===== src/bsfr_pkg.sv =====
`default_nettype none

package bsfr_pkg;

   localparam int unsigned BYTE_W = 8;
   localparam int unsigned CSR_INDEX_W = 3;

   localparam logic [CSR_INDEX_W-1:0] CSR_START_BYTE = 3'd0;
   localparam logic [CSR_INDEX_W-1:0] CSR_ESCAPE_BYTE = 3'd1;
   localparam logic [CSR_INDEX_W-1:0] CSR_RESTORE_MASK = 3'd2;
   localparam logic [CSR_INDEX_W-1:0] CSR_PACKET_LENGTH = 3'd3;
   localparam logic [CSR_INDEX_W-1:0] CSR_BUFFER_LIMIT = 3'd4;

   localparam logic [BYTE_W-1:0] START_BYTE_RESET = 8'd0;
   localparam logic [BYTE_W-1:0] ESCAPE_BYTE_RESET = 8'd255;
   localparam logic [BYTE_W-1:0] RESTORE_MASK_RESET = 8'd128;
   localparam logic [BYTE_W-1:0] PACKET_LENGTH_RESET = 8'd16;
   localparam logic [BYTE_W-1:0] BUFFER_LIMIT_RESET = 8'd255;

   typedef logic [BYTE_W-1:0] byte_type;

   typedef struct packed {
      byte_type start_byte;
      byte_type escape_byte;
      byte_type restore_mask;
      byte_type packet_length;
      byte_type buffer_limit;
   } cfg_type;

   typedef struct packed {
      byte_type decoded_byte;
      byte_type byte_position;
      logic     packet_complete;
      logic     overflow_abort;
   } rsp_type;

endpackage

`default_nettype wire


===== src/bsfr_if.sv =====
`default_nettype none

interface bsfr_req_if;
   logic               valid;
   logic               ready;
   bsfr_pkg::byte_type line_byte;

   modport source (output valid, output line_byte, input ready);
   modport sink (input valid, input line_byte, output ready);
endinterface

interface bsfr_rsp_if;
   logic               valid;
   logic               ready;
   bsfr_pkg::byte_type decoded_byte;
   bsfr_pkg::byte_type byte_position;
   logic               packet_complete;
   logic               overflow_abort;

   modport source (
      output valid, output decoded_byte, output byte_position,
      output packet_complete, output overflow_abort, input ready
   );
   modport sink (
      input valid, input decoded_byte, input byte_position,
      input packet_complete, input overflow_abort, output ready
   );
endinterface

`default_nettype wire


===== src/bsfr_csr.sv =====
`default_nettype none

module bsfr_csr (
   input  wire logic                                clock,
   input  wire logic                                reset,
   input  wire logic                                csr_we,
   input  wire logic [bsfr_pkg::CSR_INDEX_W-1:0]    csr_index,
   input  wire logic [bsfr_pkg::BYTE_W-1:0]         csr_wdata,
   output bsfr_pkg::cfg_type                        cfg
);

   bsfr_pkg::cfg_type cfg_ff;
   bsfr_pkg::cfg_type cfg_in;

   always_comb begin
      cfg_in = cfg_ff;
      if (csr_we) begin
         unique case (csr_index)
            bsfr_pkg::CSR_START_BYTE:    cfg_in.start_byte = csr_wdata;
            bsfr_pkg::CSR_ESCAPE_BYTE:   cfg_in.escape_byte = csr_wdata;
            bsfr_pkg::CSR_RESTORE_MASK:  cfg_in.restore_mask = csr_wdata;
            bsfr_pkg::CSR_PACKET_LENGTH: cfg_in.packet_length = csr_wdata;
            bsfr_pkg::CSR_BUFFER_LIMIT:  cfg_in.buffer_limit = csr_wdata;
            default:                     cfg_in = cfg_ff;
         endcase
      end
   end

   always_ff @(posedge clock) begin
      if (reset) begin
         cfg_ff.start_byte    <= bsfr_pkg::START_BYTE_RESET;
         cfg_ff.escape_byte   <= bsfr_pkg::ESCAPE_BYTE_RESET;
         cfg_ff.restore_mask  <= bsfr_pkg::RESTORE_MASK_RESET;
         cfg_ff.packet_length <= bsfr_pkg::PACKET_LENGTH_RESET;
         cfg_ff.buffer_limit  <= bsfr_pkg::BUFFER_LIMIT_RESET;
      end else begin
         cfg_ff <= cfg_in;
      end
   end

   assign cfg = cfg_ff;

endmodule

`default_nettype wire


===== src/bsfr_decode.sv =====
`default_nettype none

module bsfr_decode (
   input  wire logic              clock,
   input  wire logic              reset,
   input  wire bsfr_pkg::cfg_type cfg,
   bsfr_req_if.sink               req,
   input  wire logic              out_free,
   output logic                   load,
   output bsfr_pkg::rsp_type      result
);

   logic               in_valid_ff;
   logic               in_valid_in;
   bsfr_pkg::byte_type in_byte_ff;

   logic               armed_ff;
   logic               armed_in;
   logic               escape_pending_ff;
   logic               escape_pending_in;
   bsfr_pkg::byte_type fill_count_ff;
   bsfr_pkg::byte_type fill_count_in;

   logic               has_result;
   logic               advance;
   bsfr_pkg::byte_type count_next;
   logic               done;
   logic               abort;

   assign count_next = fill_count_ff + 8'd1;
   assign done = (count_next == cfg.packet_length);
   assign abort = !done && (count_next == cfg.buffer_limit);

   always_comb begin
      has_result        = 1'b0;
      armed_in          = armed_ff;
      escape_pending_in = escape_pending_ff;
      fill_count_in     = fill_count_ff;
      priority if (in_byte_ff == cfg.start_byte) begin
         armed_in          = 1'b1;
         escape_pending_in = 1'b0;
         fill_count_in     = '0;
      end else if (!armed_ff) begin
         armed_in = 1'b0;
      end else if (in_byte_ff == cfg.escape_byte) begin
         escape_pending_in = 1'b1;
      end else begin
         has_result        = 1'b1;
         escape_pending_in = 1'b0;
         if (done || abort) begin
            armed_in      = 1'b0;
            fill_count_in = '0;
         end else begin
            fill_count_in = count_next;
         end
      end
   end

   assign result.decoded_byte    = escape_pending_ff ? (in_byte_ff | cfg.restore_mask)
                                                     : in_byte_ff;
   assign result.byte_position   = fill_count_ff;
   assign result.packet_complete = done;
   assign result.overflow_abort  = abort;

   // drop items without a result, hold the stage only when a result cannot move
   assign advance     = in_valid_ff && (!has_result || out_free);
   assign load        = advance && has_result;
   assign req.ready   = !in_valid_ff || advance;
   assign in_valid_in = req.valid || (in_valid_ff && !advance);

   always_ff @(posedge clock) begin
      if (reset) begin
         in_valid_ff       <= 1'b0;
         armed_ff          <= 1'b0;
         escape_pending_ff <= 1'b0;
         fill_count_ff     <= '0;
      end else begin
         in_valid_ff <= in_valid_in;
         if (advance) begin
            armed_ff          <= armed_in;
            escape_pending_ff <= escape_pending_in;
            fill_count_ff     <= fill_count_in;
         end
      end
   end

   always_ff @(posedge clock) begin
      if (req.valid && req.ready) begin
         in_byte_ff <= req.line_byte;
      end
   end

endmodule

`default_nettype wire


===== src/bsfr_out_reg.sv =====
`default_nettype none

module bsfr_out_reg (
   input  wire logic              clock,
   input  wire logic              reset,
   input  wire logic              load,
   input  wire bsfr_pkg::rsp_type result,
   output logic                   out_free,
   bsfr_rsp_if.source             rsp
);

   logic              valid_ff;
   logic              valid_in;
   bsfr_pkg::rsp_type data_ff;

   assign out_free = !valid_ff || rsp.ready;
   assign valid_in = load || (valid_ff && !rsp.ready);

   always_ff @(posedge clock) begin
      if (reset) begin
         valid_ff <= 1'b0;
      end else begin
         valid_ff <= valid_in;
      end
   end

   always_ff @(posedge clock) begin
      if (load) begin
         data_ff <= result;
      end
   end

   assign rsp.valid           = valid_ff;
   assign rsp.decoded_byte    = data_ff.decoded_byte;
   assign rsp.byte_position   = data_ff.byte_position;
   assign rsp.packet_complete = data_ff.packet_complete;
   assign rsp.overflow_abort  = data_ff.overflow_abort;

endmodule

`default_nettype wire


===== src/byte_stuffed_frame_receiver.sv =====
// Byte-stuffed frame receiver with fixed packet length.
// req_ch carries one raw line byte per item (valid/ready). rsp_ch carries one
// decoded byte per item with its position in the packet and the complete and
// abort flags. Start, escape and ignored bytes give no result item.
// The csr_ port writes one of five 8-bit registers per cycle: start byte,
// escape byte, restore mask, packet length, buffer limit. The user must write
// only while idle; the block itself does not enforce it. An accepted byte is
// registered in the input register, decoded and loaded into the result
// register once that register is free, then offered on rsp_ch. Throughput is
// one item per cycle while rsp_ch does not stall; the armed flag, the escape
// flag and the fill counter update as each byte leaves the input register.
// Reset clears both pipeline registers and the frame state (not armed) and
// loads the register defaults; no result is pending after reset.
// When rsp_ch.ready is low, a finished result waits in the result register
// while the input register still takes one more byte; bytes that give no
// result keep flowing. A result held in the input register stalls req_ch.
`default_nettype none

module byte_stuffed_frame_receiver (
   input  wire logic                             clock,
   input  wire logic                             reset,
   bsfr_req_if.sink                              req_ch,
   bsfr_rsp_if.source                            rsp_ch,
   input  wire logic                             csr_we,
   input  wire logic [bsfr_pkg::CSR_INDEX_W-1:0] csr_index,
   input  wire logic [bsfr_pkg::BYTE_W-1:0]      csr_wdata
);

   bsfr_pkg::cfg_type cfg;
   bsfr_pkg::rsp_type result;
   logic              load;
   logic              out_free;

   bsfr_csr u_csr (
      .clock     (clock),
      .reset     (reset),
      .csr_we    (csr_we),
      .csr_index (csr_index),
      .csr_wdata (csr_wdata),
      .cfg       (cfg)
   );

   bsfr_decode u_decode (
      .clock    (clock),
      .reset    (reset),
      .cfg      (cfg),
      .req      (req_ch),
      .out_free (out_free),
      .load     (load),
      .result   (result)
   );

   bsfr_out_reg u_out_reg (
      .clock    (clock),
      .reset    (reset),
      .load     (load),
      .result   (result),
      .out_free (out_free),
      .rsp      (rsp_ch)
   );

   a_flags_exclusive: assert property (
      @(posedge clock) disable iff (reset)
      rsp_ch.valid |-> !(rsp_ch.packet_complete && rsp_ch.overflow_abort)
   ) else $error("complete and abort flagged on the same item");

   a_complete_at_length: assert property (
      @(posedge clock) disable iff (reset)
      (rsp_ch.valid && rsp_ch.packet_complete) |->
         (8'(rsp_ch.byte_position + 8'd1) == cfg.packet_length)
   ) else $error("packet complete at wrong position");

   a_abort_at_limit: assert property (
      @(posedge clock) disable iff (reset)
      (rsp_ch.valid && rsp_ch.overflow_abort) |->
         (8'(rsp_ch.byte_position + 8'd1) == cfg.buffer_limit)
   ) else $error("abort at wrong position");

   a_no_result_after_reset: assert property (
      @(posedge clock)
      $past(reset) |-> !rsp_ch.valid
   ) else $error("result valid right after reset");

endmodule

`default_nettype wire


===== src/flat_wrapper.sv =====
// flat-port wrapper written by rule: the top's interface ports become plain ports
module byte_stuffed_frame_receiver_flat 
  (clock, reset, csr_we, csr_index, csr_wdata, req_ch_valid, req_ch_line_byte, req_ch_ready, rsp_ch_valid, rsp_ch_decoded_byte, rsp_ch_byte_position, rsp_ch_packet_complete, rsp_ch_overflow_abort, rsp_ch_ready);
  bsfr_req_if req_ch_i ();
  bsfr_rsp_if rsp_ch_i ();
  input  wire logic clock;
  input  wire logic reset;
  input  wire logic csr_we;
  input  wire logic [bsfr_pkg::CSR_INDEX_W-1:0] csr_index;
  input  wire logic [bsfr_pkg::BYTE_W-1:0] csr_wdata;
  input wire logic [$bits(req_ch_i.valid)-1:0] req_ch_valid;
  input wire logic [$bits(req_ch_i.line_byte)-1:0] req_ch_line_byte;
  output wire logic [$bits(req_ch_i.ready)-1:0] req_ch_ready;
  output wire logic [$bits(rsp_ch_i.valid)-1:0] rsp_ch_valid;
  output wire logic [$bits(rsp_ch_i.decoded_byte)-1:0] rsp_ch_decoded_byte;
  output wire logic [$bits(rsp_ch_i.byte_position)-1:0] rsp_ch_byte_position;
  output wire logic [$bits(rsp_ch_i.packet_complete)-1:0] rsp_ch_packet_complete;
  output wire logic [$bits(rsp_ch_i.overflow_abort)-1:0] rsp_ch_overflow_abort;
  input wire logic [$bits(rsp_ch_i.ready)-1:0] rsp_ch_ready;
  assign req_ch_i.valid = req_ch_valid;
  assign req_ch_i.line_byte = req_ch_line_byte;
  assign req_ch_ready = req_ch_i.ready;
  assign rsp_ch_valid = rsp_ch_i.valid;
  assign rsp_ch_decoded_byte = rsp_ch_i.decoded_byte;
  assign rsp_ch_byte_position = rsp_ch_i.byte_position;
  assign rsp_ch_packet_complete = rsp_ch_i.packet_complete;
  assign rsp_ch_overflow_abort = rsp_ch_i.overflow_abort;
  assign rsp_ch_i.ready = rsp_ch_ready;
  byte_stuffed_frame_receiver u_core (.clock(clock), .reset(reset), .req_ch(req_ch_i), .rsp_ch(rsp_ch_i), .csr_we(csr_we), .csr_index(csr_index), .csr_wdata(csr_wdata));
endmodule

===== config.mk =====
export PLATFORM = sky130hd
export DESIGN_NAME = byte_stuffed_frame_receiver_flat
export DESIGN_NICKNAME = d
export VERILOG_FILES = /design/src/bsfr_pkg.sv /design/src/bsfr_if.sv /design/src/bsfr_csr.sv /design/src/bsfr_decode.sv /design/src/bsfr_out_reg.sv /design/src/byte_stuffed_frame_receiver.sv /design/src/flat_wrapper.sv
export SDC_FILE = /design/constraint.sdc
export NUM_CORES = 1
export LEC_CHECK = 0
export BUFFER_PORTS_ARGS = -buffer_cell sky130_fd_sc_hd__buf_2
export CAP_MARGIN = 20
export CORE_UTILIZATION = 40
export CTS_BUF_LIST = sky130_fd_sc_hd__clkbuf_16
export DETAILED_ROUTE_END_ITERATION = 6
export PLACE_DENSITY = 0.64
export SLEW_MARGIN = 0
export SYNTH_ARGS = -nofsm -noshare
export SYNTH_HDL_FRONTEND = slang
export SYNTH_SLANG_ARGS = --single-unit

===== constraint.sdc =====
create_clock -name clock -period 2.25 [get_ports clock]
set_input_delay 0.225 -clock clock [delete_from_list [all_inputs] [get_ports clock]]
set_output_delay 0.225 -clock clock [all_outputs]
set_load 0.1 [all_outputs]

# Word-level counts from Yosys, hierarchy flattened
# Cells that the tools add are included.
# W data, S select, Z words.
# op_classes
n_addsub	1
mul	0
n_div	0
order_cmp	0
eq_ne	9
shift	0
n_mux	15
bitwise_logic	1
n_reduce_logical	27
# op_table
op	n
$mux W8	5
$eq A8 B8 Y1	4
$reduce_and A2 Y1	6
$mux W1	10
$add A8 B1 Y8 const B	1
$or A8 B8 Y8	1
$eq A3 B2 Y1 const B	2
$logic_and A1 B1 Y1	6
$logic_not A1 Y1	6
$logic_or A1 B1 Y1	6
$eq A3 B1 Y1 const B	1
$eq A3 B3 Y1 const B	1
$logic_not A3 Y1	1
$reduce_and A3 Y1	1
$ne A2 B2 Y1 const B	1
$reduce_bool A2 Y1	1
# word_totals
regBits	78
latchBits	0
mem_bits_rw	0
rom_bits	0
inputBits	24
output_inout_bits	20
elab_cells	68
n_memories	0

# Depth between registers and ports, before layout
# logic_depth
word_depth	10
mapped_depth	10
ltp_nobuf	8

# By module
# Synthesis repeated with hierarchy kept, for this count alone.
# unflattened
cells_unflattened	340
hier_area_um2	3726.1
# by_module_without_submodules
mod	n_inst	cells_per_inst	area_each_um2	seq_area_each_um2
bsfr_csr	1	152	1592.8	800.8
bsfr_decode	1	166	1546.5	460.4
bsfr_out_reg	1	22	586.8	560.5

# Worst setup path after synthesis
# No wires, ideal clock.
# synth_path
kind	reg2reg
from	register u_core.u_decode.in_byte_ff[2]
to	register u_core.u_out_reg.data_ff (netlist bit u_core.u_out_reg.rsp.byte_position[0]), enable pin
setup_ps	395
arrival_ps	1844
required_time_ps	1855
path_slack_ps	12
stages_incl_launch_ff	6
path_buffers	0
synth_period_minus_slack_ps	2238
path_cell_list	edfxtp_1 xor2_1 nor4_2 a31oi_1 nand3_1 nor2b_1
# synth_between
elab_chain_len	8
word_cells_on_any_way	9
classes_between	eq/ne: 2; mux: 3; reduce/logical: 4
# synth_rtl
element	line	rtl
start, declared	bsfr_decode.sv:15	bsfr_pkg::byte_type in_byte_ff;
start signal, assigned	bsfr_decode.sv:89	in_byte_ff <= req.line_byte;
$eq A8 B8 Y1	bsfr_decode.sv:45	end else if (in_byte_ff == cfg.escape_byte) begin
$mux W1	bsfr_decode.sv:45	
$mux W1	bsfr_decode.sv:43	end else if (!armed_ff) begin
$mux W1 *	bsfr_decode.sv:39	priority if (in_byte_ff == cfg.start_byte) begin
$logic_not A1 Y1	bsfr_decode.sv:66	assign advance = in_valid_ff && (!has_result || out_free);
$logic_or A1 B1 Y1	bsfr_decode.sv:66	
$logic_and A1 B1 Y1	bsfr_decode.sv:66	
$logic_and A1 B1 Y1 *	bsfr_decode.sv:67	assign load = advance && has_result;
named net u_core.load	byte_stuffed_frame_receiver.sv:31	logic load;
end signal, assigned	bsfr_out_reg.sv:29	data_ff <= result;
end, declared	bsfr_out_reg.sv:14	bsfr_pkg::rsp_type data_ff;
# Mark *: on every way through the listed nets, which the timed path passes. The rest lies on a longest branch.
# A chain may end at the register's enable or synchronous reset.

# Worst setup path after layout
# layout_path
from	register u_core.u_decode.in_byte_ff[3]
to	output req_ch_ready
# layout_between
elab_chain_len	8
word_cells_on_any_way	9
classes_between	eq/ne: 2; mux: 3; reduce/logical: 4
# layout_rtl
element	line	rtl
$eq A8 B8 Y1	bsfr_decode.sv:45	
$mux W1	bsfr_decode.sv:45	
$mux W1	bsfr_decode.sv:43	
$mux W1 *	bsfr_decode.sv:39	
$logic_not A1 Y1 *	bsfr_decode.sv:66	
$logic_or A1 B1 Y1 *	bsfr_decode.sv:66	
$logic_and A1 B1 Y1 *	bsfr_decode.sv:66	
$logic_or A1 B1 Y1 *	bsfr_decode.sv:68	assign req.ready = !in_valid_ff || advance;
end, declared	flat_wrapper.sv:13	output wire logic [$bits(req_ch_i.ready)-1:0] req_ch_ready;
# Every way passes the cells marked *; elsewhere a longest branch is shown, timed or not.

==> run_results.csv <==
group,metric,value,unit
logic_synthesis,async_reset_ff_frac,0,
timing,relSlewSlack,0.562,
power,p_leak,1.70,nW
detailed_routing,viasPerCell,5.23,
timing,hold-worst-slack,0.0644,ns
logic_synthesis,synth_edf_count,26,
logic_synthesis,seq_area_frac_synth,0.502,
detailed_routing,ant_nets,0,
logic_synthesis,netlist_instances,380,
worst_setup_path,arrival,1.94,ns
run_status,status,"finished, final reports clean",
timing,rsz0062_at_grt,"true",
detailed_routing,wl_met1,3.72,mm
worst_setup_path,reg2reg_slack,0.11,ns
worst_setup_path,startpoint_type,"flip-flop",
logic_synthesis,yosys_warnings,0,
grt,grt_pass1_wl,13.6,mm
grt,grt_usage,0.180,
floorplan,fp.dieW,97.2,um
logic_synthesis,synth_seq_cells,78,
power,combPwrFrac,0.047,
power,switching_share,0.208,
worst_setup_path,critical_path_class,"reg2out",
timing,setup_slack,0.0895,ns
cts,clk_path_buf_depth,2,
power,vdd_drop_max,475,uV
logic_synthesis,ys_types,50,
detailed_routing,remaining_drc_errors,0,
power,seqPwrFrac,0.463,
final_layout,final_cell_mix,"nand2_1, dfxtp_1, buf_2",
detailed_routing,wl_met2,3.79,mm
detailed_routing,drt_wl_total,8.10,mm
cts,insertion_delay,0.33,ns
cts,root_buffer,"clkbuf_16",
logic_synthesis,synth.avg_cell_area,9.55,um^2
timing,fin_crit,2.16,ns
detailed_routing,top_layer_used,"met4",
cts,cts_tree,"done",
final_layout,drive_above_1_share,0.241,
power,internal-power,2.57,mW
final_layout,area_growth,20.4,%
timing,hold_viol_final,0,
power,power-per-cell-area,744,mW/mm^2
logic_synthesis,synth_area,0.00363,mm^2
cts,clk_pin_slew,0.06,ns
place,place_hpwl,5.82,mm
power,switching_power,677,uW
grt,gr-total-overflow,0,
final_layout,multi_input_area,0.00168,mm^2
worst_setup_path,r2r_start,"u_core.u_decode.in_byte_ff[7]",
place,place_congestion,0.894,
detailed_routing,routedWlPerCell,14.9,um
job,max-cap-violations,0,
cts,cts_made_buffers,9,
grt,grt_max_degree,34,
floorplan,core_area,0.00876,mm^2
final_layout,final_core_util,0.498,
place,post-place-ws,-0.0339,ns
timing,worst_pin_slew,0.657,ns
place,portBuffers,43,
final_layout,final.fill_count,814,
final_layout,layout.nets,455,
timing,setup_viol_count_final,0,
detailed_routing,dr.pass1.iters,4,
logic_synthesis,synthFlopType,"dfxtp_1",
cts,hold_buffers,0,
timing,skew,0.00631,ns
cts,clock-sinks,78,
logic_synthesis,syn-num-nets,405,
floorplan,start_util,0.414,
cts,htree_levels,3,
final_layout,seqCellArea,0.00182,mm^2
place,dpl_cell_area,0.00399,mm^2
hold_path,hp-start,"req_ch_line_byte[3]",
grt,grt_pass1_vias,2718,
floorplan,die_h,97.2,um
final_layout,antenna_cells,0,
worst_setup_path,path_max_fanout,3,
detailed_routing,drtIter0Drc,88,
final_layout,final_area,0.00437,mm^2
floorplan,dieArea,0.00946,mm^2
worst_setup_path,crit_required,2.03,ns
detailed_routing,vias,2841,
floorplan,rows,34,
worst_setup_path,crit_path_start,"u_core.u_decode.in_byte_ff[3]",
grt,antenna_found_initial,0,
worst_setup_path,worstSetupEndpointType,"output port",
timing,drv_slew,0,
timing,fmax,0.463,GHz
floorplan,ios,44,
detailed_routing,met3_length,480,um
power,pwr-share-clk,0.490,
timing,period_share,0.960,
final_layout,final_common_cell,"nand2_1",
timing,finalSetupTns,0,ns
hold_path,hold_path.class,"in2reg",
## synth_stat cells, drive strengths merged, types with 4 or more instances
cell type	count	area share
a21o	9	0.019
a21oi	31	0.049
and2	4	0.0069
buf	10	0.023
clkbuf	11	0.011
dfxtp	52	0.29
edfxtp	26	0.22
inv	7	0.0072
mux2i	9	0.025
nand2	89	0.092
nand3	20	0.028
nand4	4	0.013
nor2	18	0.020
nor2b	5	0.0086
nor3	5	0.0069
nor4	4	0.0086
o211ai	7	0.023
xnor2	13	0.031
xor2	24	0.058
## final cells by class
cell class                      count  area share
Sequential cell                    78       0.417
Multi-Input combinational cell    274       0.384
Timing Repair Buffer               60      0.0848
Clock buffer                       10      0.0573
Tap cell                          108      0.0309
Clock inverter                      6      0.0192
Inverter                            7     0.00602
## worst paths after layout
check,to,cells after the start
worst min register to register,u_core.u_csr.cfg[19],2
worst min-delay path,u_core.u_decode.in_byte_ff[3],1
worst max register to register,u_core.u_decode.fill_count_ff[5],11
worst max-delay path,req_ch_ready,8
## registers in the layout (all words and copies together) (netlist names)
signal	cells
u_core.u_csr.cfg	40
u_core.u_decode.fill_count_ff	8
u_core.u_decode.in_byte_ff	8
u_core.u_out_reg.rsp.byte_position	8
u_core.u_out_reg.rsp.decoded_byte	8
u_core.u_decode.armed_ff	1
u_core.u_decode.escape_pending_ff	1
u_core.u_decode.in_valid_ff	1
u_core.u_out_reg.rsp.overflow_abort	1
u_core.u_out_reg.rsp.packet_complete	1
u_core.u_out_reg.rsp.valid	1
## per-layer routing
metal | up-vias | global-route usage
met5 | - | 0
met4 | 0 | 0.0622
met3 | 12 | 0.0424
met2 | 92 | 0.284
met1 | 1334 | 0.242
li1 | 1403 | -
## what timing repair did
item	in CTS	in global routing
buffers inserted	1	2
pin swaps	2	5
gates resized for setup	1	7
endpoints found under the setup margin	8	3
## worst max-delay path, cell delays in order, from the launching register on
cell and delay (ns):
edfxtp_1 0.45, xor2_1 0.18, nor4_2 0.27, buf_4 0.17
a31oi_2 0.10, nand3_2 0.13, nor2_2 0.06, inv_2 0.07
buf_12 0.16
## power groups by stage
stage	Combinational (mW)	Clock (mW)	Sequential, mW
floorplan	0.0917	0	1.53
global placement	0.144	0	1.53
detailed placement	0.148	0	1.53
CTS	0.150	1.62	1.50
global route	0.169	1.68	1.51
finish	0.153	1.59	1.51
## kinds of logic (layout without fill, tap and decap cells)
kind of cell             count (synthesis)  in the layout  synth area share
AND/OR/NAND/NOR                        165            165             0.216
flip-flops                              78             78             0.502
AO/OA/AOI/OAI                           62             62             0.122
XOR/XNOR                                37             37            0.0893
buffers and inverters                   28             83            0.0421
multiplexers                             9              9            0.0248
adder cells (fa/ha/maj)                  1              1           0.00345
## per-stage QoR
stage               instances  power, mW
global route              543       3.35
global placement          524       1.68
finish                    543       3.25
floorplan                 380       1.62
CTS                       541       3.27
detailed placement        524       1.68
Note: power is estimated with default switching activity, not from simulation.
